<file path="src/rtl/mkpc_pkg.sv">
// ----------------------------------------------------------------------------
// mkpc_pkg
// Shared types and constants for the multi-key press classifier.
// ----------------------------------------------------------------------------
package mkpc_pkg;

	localparam int TICK_W      = 16;
	localparam int FLAG_W      = 6;
	localparam int PHASE_W     = 3;
	localparam int LEVELS_W    = 4;
	localparam int KEY_IDX_W   = 2;
	localparam int CFG_IDX_W   = 1;
	localparam int CFG_DATA_W  = 16;

	typedef logic [TICK_W-1:0]  tick_cnt_t;
	typedef logic [FLAG_W-1:0]  flags_t;
	typedef logic [PHASE_W-1:0] phase_t;

	// register indexes
	localparam logic [CFG_IDX_W-1:0] REG_LONG_TICKS = 1'd0;
	localparam logic [CFG_IDX_W-1:0] REG_GAP_TICKS  = 1'd1;

	localparam tick_cnt_t LONG_TICKS_RST = TICK_W'(1000 / 10);
	localparam tick_cnt_t GAP_TICKS_RST  = TICK_W'(150 / 10);

	// request opcodes
	localparam logic OP_TICK  = 1'b0;
	localparam logic OP_CHECK = 1'b1;

	// flag bits
	localparam int FB_HELD   = 0;
	localparam int FB_DOWN   = 1;
	localparam int FB_UP     = 2;
	localparam int FB_SINGLE = 3;
	localparam int FB_DOUBLE = 4;
	localparam int FB_LONG   = 5;

	localparam flags_t F_HELD = 6'h01;

	// press phases
	localparam phase_t PH_IDLE   = 3'd0;
	localparam phase_t PH_TIMING = 3'd1;
	localparam phase_t PH_GAP    = 3'd2;
	localparam phase_t PH_SECOND = 3'd3;
	localparam phase_t PH_LONG   = 3'd4;

	typedef struct packed {
		logic   tick;
		logic   level;
		logic   clear;
		flags_t clear_mask;
	} key_ctl_t;

endpackage

</file>
<file path="src/rtl/multi_key_press_classifier.sv">
// ----------------------------------------------------------------------------
// multi_key_press_classifier
// Tick-driven press classifier with sticky per-key event flags.
// ----------------------------------------------------------------------------
// Takes one request per cycle while req_stall is low and returns one response
// per request through the input register and the response register. When a
// captured request advances, it updates every key's state in parallel (tick)
// or reads one key's flags and clears the masked bits unless the mask is
// held-only (check), and loads the response register. Stall on the request side
// rises only when both registers are full and the response is stalled.
// Configuration writes are always ready and take effect at once.
module multi_key_press_classifier
	import mkpc_pkg::*;
#(
	parameter int NUM_KEYS = 4
) (
	input  logic                  clk,
	input  logic                  arst_n,
	input  logic                  cfg_valid,
	output logic                  cfg_ready,
	input  logic [CFG_IDX_W-1:0]  cfg_index,
	input  logic [CFG_DATA_W-1:0] cfg_data,
	input  logic                  req_valid,
	output logic                  req_stall,
	input  logic                  op,
	input  logic [LEVELS_W-1:0]   key_levels,
	input  logic [KEY_IDX_W-1:0]  key_index,
	input  flags_t                flag_mask,
	output logic                  rsp_valid,
	input  logic                  rsp_stall,
	output logic                  hit,
	output flags_t                flags_seen
);

	tick_cnt_t long_ticks_q;
	tick_cnt_t gap_ticks_q;

	logic                 valid_s1;
	logic                 op_s1;
	logic [LEVELS_W-1:0]  levels_s1;
	logic [KEY_IDX_W-1:0] idx_s1;
	flags_t               mask_s1;

	logic   rsp_valid_q;
	logic   hit_q;
	flags_t seen_q;

	logic   adv;
	logic   accept;
	logic   clr_ok;
	flags_t sel_flags;
	logic   hit_d;

	flags_t   key_flags [NUM_KEYS];
	flags_t   key_sel   [NUM_KEYS];
	logic     key_match [NUM_KEYS];
	key_ctl_t key_ctl   [NUM_KEYS];

	assign cfg_ready = 1'b1;

	always_ff @(posedge clk or negedge arst_n) begin
		if (!arst_n) begin
			long_ticks_q <= LONG_TICKS_RST;
			gap_ticks_q  <= GAP_TICKS_RST;
		end else if (cfg_valid && cfg_ready) begin
			case (cfg_index)
				REG_LONG_TICKS: long_ticks_q <= cfg_data;
				REG_GAP_TICKS:  gap_ticks_q  <= cfg_data;
				default: ;
			endcase
		end
	end

	assign adv       = valid_s1 && (!rsp_valid_q || !rsp_stall);
	assign req_stall = valid_s1 && !adv;
	assign accept    = req_valid && !req_stall;

	always_ff @(posedge clk or negedge arst_n) begin
		if (!arst_n) begin
			valid_s1 <= 1'b0;
		end else if (accept) begin
			valid_s1 <= 1'b1;
		end else if (adv) begin
			valid_s1 <= 1'b0;
		end
	end

	always_ff @(posedge clk) begin
		if (accept) begin
			op_s1     <= op;
			levels_s1 <= key_levels;
			idx_s1    <= key_index;
			mask_s1   <= flag_mask;
		end
	end

	assign clr_ok = (mask_s1 != F_HELD);

	for (genvar k = 0; k < NUM_KEYS; k++) begin : g_key
		logic lvl;
		if (k < LEVELS_W) begin : g_lvl
			assign lvl = levels_s1[k];
		end else begin : g_nolvl
			assign lvl = 1'b0;
		end

		assign key_match[k] = (32'(idx_s1) == k);
		assign key_sel[k]   = key_match[k] ? key_flags[k] : '0;

		assign key_ctl[k].tick       = adv && (op_s1 == OP_TICK);
		assign key_ctl[k].level      = lvl;
		assign key_ctl[k].clear      = adv && (op_s1 == OP_CHECK) && key_match[k]
			&& ((key_flags[k] & mask_s1) != '0) && clr_ok;
		assign key_ctl[k].clear_mask = mask_s1;

		mkpc_key u_key (
			.clk        (clk),
			.arst_n     (arst_n),
			.ctl        (key_ctl[k]),
			.long_ticks (long_ticks_q),
			.gap_ticks  (gap_ticks_q),
			.flags      (key_flags[k])
		);
	end

	always_comb begin
		sel_flags = '0;
		for (int k = 0; k < NUM_KEYS; k++) begin
			sel_flags = sel_flags | key_sel[k];
		end
		if (op_s1 == OP_TICK) sel_flags = '0;
		hit_d = ((sel_flags & mask_s1) != '0);
	end

	always_ff @(posedge clk or negedge arst_n) begin
		if (!arst_n) begin
			rsp_valid_q <= 1'b0;
		end else if (adv) begin
			rsp_valid_q <= 1'b1;
		end else if (!rsp_stall) begin
			rsp_valid_q <= 1'b0;
		end
	end

	always_ff @(posedge clk) begin
		if (adv) begin
			hit_q  <= hit_d;
			seen_q <= sel_flags;
		end
	end

	assign rsp_valid  = rsp_valid_q;
	assign hit        = hit_q;
	assign flags_seen = seen_q;

	a_hit_has_flags: assert property (@(posedge clk) disable iff (!arst_n)
		rsp_valid |-> (!hit || (flags_seen != '0)))
		else $error("hit reported with no flags seen");

	a_no_stall_empty: assert property (@(posedge clk) disable iff (!arst_n)
		!valid_s1 |-> !req_stall)
		else $error("request stalled with empty input stage");

	a_adv_loads_rsp: assert property (@(posedge clk) disable iff (!arst_n)
		adv |=> rsp_valid)
		else $error("advanced request produced no response");

	a_held_request: assert property (@(posedge clk) disable iff (!arst_n)
		valid_s1 && !adv |=> valid_s1)
		else $error("blocked request lost from input stage");

endmodule

</file>
<file path="src/rtl/mkpc_key.sv">
// ----------------------------------------------------------------------------
// mkpc_key
// Per-key state: level history, phase machine, countdown and sticky flags.
// ----------------------------------------------------------------------------
module mkpc_key
	import mkpc_pkg::*;
(
	input  logic      clk,
	input  logic      arst_n,
	input  key_ctl_t  ctl,
	input  tick_cnt_t long_ticks,
	input  tick_cnt_t gap_ticks,
	output flags_t    flags
);

	logic      last_q, last_d;
	flags_t    flags_q, flags_d;
	phase_t    phase_q, phase_d;
	tick_cnt_t cd_q, cd_d;
	tick_cnt_t cd_dec;

	always_comb begin
		cd_dec  = (cd_q != '0) ? cd_q - TICK_W'(1) : cd_q;
		cd_d    = cd_q;
		last_d  = last_q;
		flags_d = flags_q;
		phase_d = phase_q;
		if (ctl.tick) begin
			cd_d   = cd_dec;
			last_d = ctl.level;
			flags_d[FB_HELD] = ctl.level;
			if (ctl.level && !last_q) flags_d[FB_DOWN] = 1'b1;
			if (!ctl.level && last_q) flags_d[FB_UP] = 1'b1;
			case (phase_q)
				PH_IDLE: begin
					if (ctl.level) begin
						cd_d    = long_ticks;
						phase_d = PH_TIMING;
					end
				end
				PH_TIMING: begin
					if (!ctl.level) begin
						cd_d    = gap_ticks;
						phase_d = PH_GAP;
					end else if (cd_dec == '0) begin
						flags_d[FB_LONG] = 1'b1;
						phase_d = PH_LONG;
					end
				end
				PH_GAP: begin
					if (ctl.level) begin
						flags_d[FB_DOUBLE] = 1'b1;
						phase_d = PH_SECOND;
					end else if (cd_dec == '0) begin
						flags_d[FB_SINGLE] = 1'b1;
						phase_d = PH_IDLE;
					end
				end
				PH_SECOND, PH_LONG: begin
					if (!ctl.level) phase_d = PH_IDLE;
				end
				default: begin
					phase_d = PH_IDLE;
				end
			endcase
		end else if (ctl.clear) begin
			flags_d = flags_q & ~ctl.clear_mask;
		end
	end

	always_ff @(posedge clk or negedge arst_n) begin
		if (!arst_n) begin
			last_q  <= 1'b0;
			flags_q <= '0;
			phase_q <= PH_IDLE;
			cd_q    <= '0;
		end else begin
			last_q  <= last_d;
			flags_q <= flags_d;
			phase_q <= phase_d;
			cd_q    <= cd_d;
		end
	end

	assign flags = flags_q;

endmodule

</file>
<file path="config.mk">
export PLATFORM = sky130hd
export DESIGN_NAME = multi_key_press_classifier
export DESIGN_NICKNAME = d
export VERILOG_FILES = /design/src/rtl/mkpc_pkg.sv /design/src/rtl/multi_key_press_classifier.sv /design/src/rtl/mkpc_key.sv
export SDC_FILE = /design/constraint.sdc
export NUM_CORES = 1
export LEC_CHECK = 0
export ABC_AREA = 1
export CORE_UTILIZATION = 58
export CTS_CLUSTER_DIAMETER = 40
export DETAILED_ROUTE_END_ITERATION = 8
export DONT_BUFFER_PORTS = 1
export PLACE_DENSITY = 0.72
export SKIP_LAST_GASP = 1
export SLEW_MARGIN = 0
export SYNTH_ARGS = -nofsm -noshare
export SYNTH_HDL_FRONTEND = slang
export SYNTH_SLANG_ARGS = --single-unit
</file>
<file path="constraint.sdc">
create_clock -name clk -period 3.13 [get_ports clk]
set_input_delay 0.626 -clock clk [delete_from_list [all_inputs] [get_ports clk]]
set_output_delay 0.626 -clock clk [all_outputs]
set_load 0.05 [all_outputs]
</file>
==> results by group <==
Setup path
  • Worst Path Arrival: 2.78 ns
  • CP startpoint kind: register
  • Worst reg-to-reg setup slack: 0.68 ns
  • Critical Path End Type: register
  • Critical path class: reg2reg
  • Worst-path fanout max: 54
  • Critical Path RT: 3.46 ns

Cells and area
  • Area grow syn2layout: 7.20%
  • Share of layout cells above drive strength 1: 0.103
  • ANT cells: 0
  • Number of nets in the layout: 1330
  • Post-Layout Cell Count: 1520
  • FILL cells: 1520

Synthesis
  • Fraction of registers with async set or reset after synthesis: 0.873
  • Synthesized area per cell: 7.64 sq um
  • Post-synth EDFFs: 20
  • Mux cell area share after synthesis: 0
  • Synth area leaders: dfrtp_1 (33%), nand2_1 (11%), a221oi_1 (6.1%)
  • Seq/Total Area, Yosys: 0.410
  • Syn. warnings: 0
  • Synth Flop Type: dfrtp_1
  • Most instantiated library cell after synthesis: nand2_1
  • Syn nets: 1340
  • Simple-Gate Fraction of Synth Area: 0.283
  • Compound-gate portion of the synthesized area: 0.188
  • Xor/xnor share of the synthesized area: 0.0246
  • Synth top area share: 0.331
  • Largest family of logic cells by synthesized area: simple AND/OR/NAND/NOR gates
  • Yosys cell types: 51
  • Yosys reg bits: 158
  • Post-synth top area cell: dfrtp_1
  • Post-synth top cells: nand2_1 (296), inv_1 (154), dfrtp_1 (131)
  • Mapped Area: 0.00991 sq mm
  • Syn Inst Count: 1297
  • Post-Synth Adder-Cell Area: 0.0101

Timing
  • Worst slew margin: 0.348
  • RSZ-0062 raised after global routing: false
  • Slew @ Worst Pin: 0.976 ns
  • Clock skew: 0.00966 ns
  • Final Setup Violations: 0
  • Fin worst setup slack: 0.685 ns
  • Fin. Hold Viols: 131
  • Slew Limit Fails: 0
  • Fin Hold WS: -0.113 ns
  • Tcrit/Tclk final: 0.781
  • FMAX: 409 MHz
  • Final min period: 2.45 ns
  • Total negative slack: 0 ns

Placement
  • Dpl hpwl: 19.4 mm
  • Final RePlAce weighted congestion: 0.983
  • Number of port buffers: 0
  • Pre-CTS setup slack: 0.736 ns
  • Inst Count DP: 1488

Route
  • Starting DRT DRC Count: 1064
  • First-pass detailed-route iteration total: 5
  • DR WL/cell: 18.1 um
  • Sum of routed wire length over all layers: 27.5 mm
  • Detail Route Antenna Nets: 0
  • Total number of vias: 9137
  • Via density: 6.01
  • Residual DRC: 0

Floorplan
  • IO Pins: 45
  • Die area: 0.0176 sq mm
  • Die extent in x: 133 um
  • Core area: 0.0166 sq mm
  • Die Height: 133 um
  • Initial core utilization: 0.595
  • Cell Rows: 47

Power
  • VDD IR-drop max: 0.621 mV
  • Combinational power share: 0.409
  • Pwr dens: 881 mW/mm^2
  • Switch share: 0.450
  • Part of the power in the clock network: 0.207
  • Leakage: 0.00492 uW
  • Flop pwr share: 0.383
  • Switching pwr: 4220 uW
  • Internal: 5150 uW

Clocking
  • Clock transition at the registers of the reported paths: 0.07 ns
  • TritonCTS clock tree: yes
  • Clk buf depth: 2
  • Sink Count: 158
  • Clk root buf: clkbuf_16
  • Clock insertion delay at the later pin of the skew report: 0.43 ns
  • CTS Buf Count: 17
  • PostCTS Resize Cnt: 0
  • Setup repair bufs after CTS: 0
  • H-tree depth: 4

GRT
  • Vias in the first global route: 8454
  • First-pass GRT wire length: 44.2 mm
  • Largest net degree at the start of global routing: 139
  • Antenna violations before repair: 0
  • All-Layer GR Usage: 0.323
  • Total grt overflow: 0

Worst hold path
  • Worst Hold Class: in2async

Flow run
  • Max Cap Viol: 0

Status
  • Failing checks: negative hold slack
  • Status: complete, but fails checks
worst max-delay path, stage by stage (launching register included):
cell	delay, ns
dfrtp_1	0.64
nand2_1	0.17
nand2_1	0.18
nor2_2	0.09
inv_4	0.42
buf_4	0.51
a221oi_1	0.12
a22oi_1	0.19
stage by stage:
step / util / area (sq um) / total power [uW]
floorplan: - / 9910 / 6350
global placement: 0.605 / 10100 / 7280
detailed placement: 0.605 / 10100 / 7340
CTS: 0.638 / 10600 / 9300
global route: 0.638 / 10600 / 10100
finish: 0.638 / 10600 / 9360
sequential cells by signal, summed over array words and instances (netlist names):
signal and cells:
g_key.u_key.last_q 4, g_key.u_key.flags 24, gap_ticks_q 16, long_ticks_q 16, valid_s1 1, mask_s1 6
op_s1 1, g_key.u_key.phase_q 12, hit 1, rsp_valid 1, idx_s1 2, flags_seen 6
g_key.u_key.cd_q 64, levels_s1 4
cell usage in the layout, fill, tap and decap left out, drive strengths merged, types with 3 or more instances in the layout:
cell type and n:
ha 8, a221oi 69, nor2 163, dfstp 7, or2 5, a211oi 3
a2bb2oi 10, o21ai 92, nand3 104, o31ai 5, buf 14, clkbuf 20
a21oi 18, clkinvlp 6, nand2 323, o211ai 3, xor2 26, o22ai 10
edfxtp 20, nand4 12, clkinv 6, a22oi 53, nor3 14, nor4 3
inv 163, dfrtp 131
routing by layer:
layer	up-vias	wire length (um)	track usage	share of wire
li1	4388	-	-	-
met1	4293	12400	0.461	0.45
met2	404	12300	0.490	0.45
met3	52	2170	0.0713	0.079
met4	0	657	0.104	0.024
met5	-	0	0	0
path summary, 6_finish.rpt:
| check | start | endpoint | cells after the start |
|---|---|---|---|
| worst max-delay path | rsp_valid | g_key[2].u_key.cd_q[12] | 7 |
| worst min-delay path | arst_n | valid_s1 | 0 |
| worst max register to register | rsp_valid | g_key[2].u_key.cd_q[12] | 7 |
| worst min register to register | valid_s1 | rsp_valid | 2 |
| max in group asynchronous | arst_n | gap_ticks_q[2] | 0 |
| min in group clk | key_levels[0] | levels_s1[0] | 0 |
power by group through the flow:
| stage | registers (uW) | clock network [uW] | logic, uW |
|---|---|---|---|
| 3_5_place_dp | 3580 | 0 | 3760 |
| 6_report | 3590 | 1940 | 3830 |
| 5_1_grt | 3670 | 2050 | 4340 |
| 2_1_floorplan | 3340 | 0 | 3010 |
| 3_3_place_gp | 3580 | 0 | 3690 |
| 4_1_cts | 3560 | 1960 | 3780 |
cell type report:
class                   instances  area [sq um]  area share
well taps                     220           275      0.0259
clock buffers                  20           458      0.0431
multi-input cells             933          5020       0.472
repair buffers                 14           105     0.00990
flip-flops and latches        158          4060       0.382
clock inverters                12          88.8     0.00836
inverters                     163           614      0.0578
kinds of logic (layout without fill, tap and decap cells):
family | after synthesis | after routing
AND/OR/NAND/NOR | 626 | 626
AO/OA/AOI/OAI | 271 | 271
buffers and inverters | 206 | 209
flip-flops | 158 | 158
XOR/XNOR | 27 | 27
adder cells (fa/ha/maj) | 8 | 8
other | 1 | 1
Power figures use the tool's default switching activity.
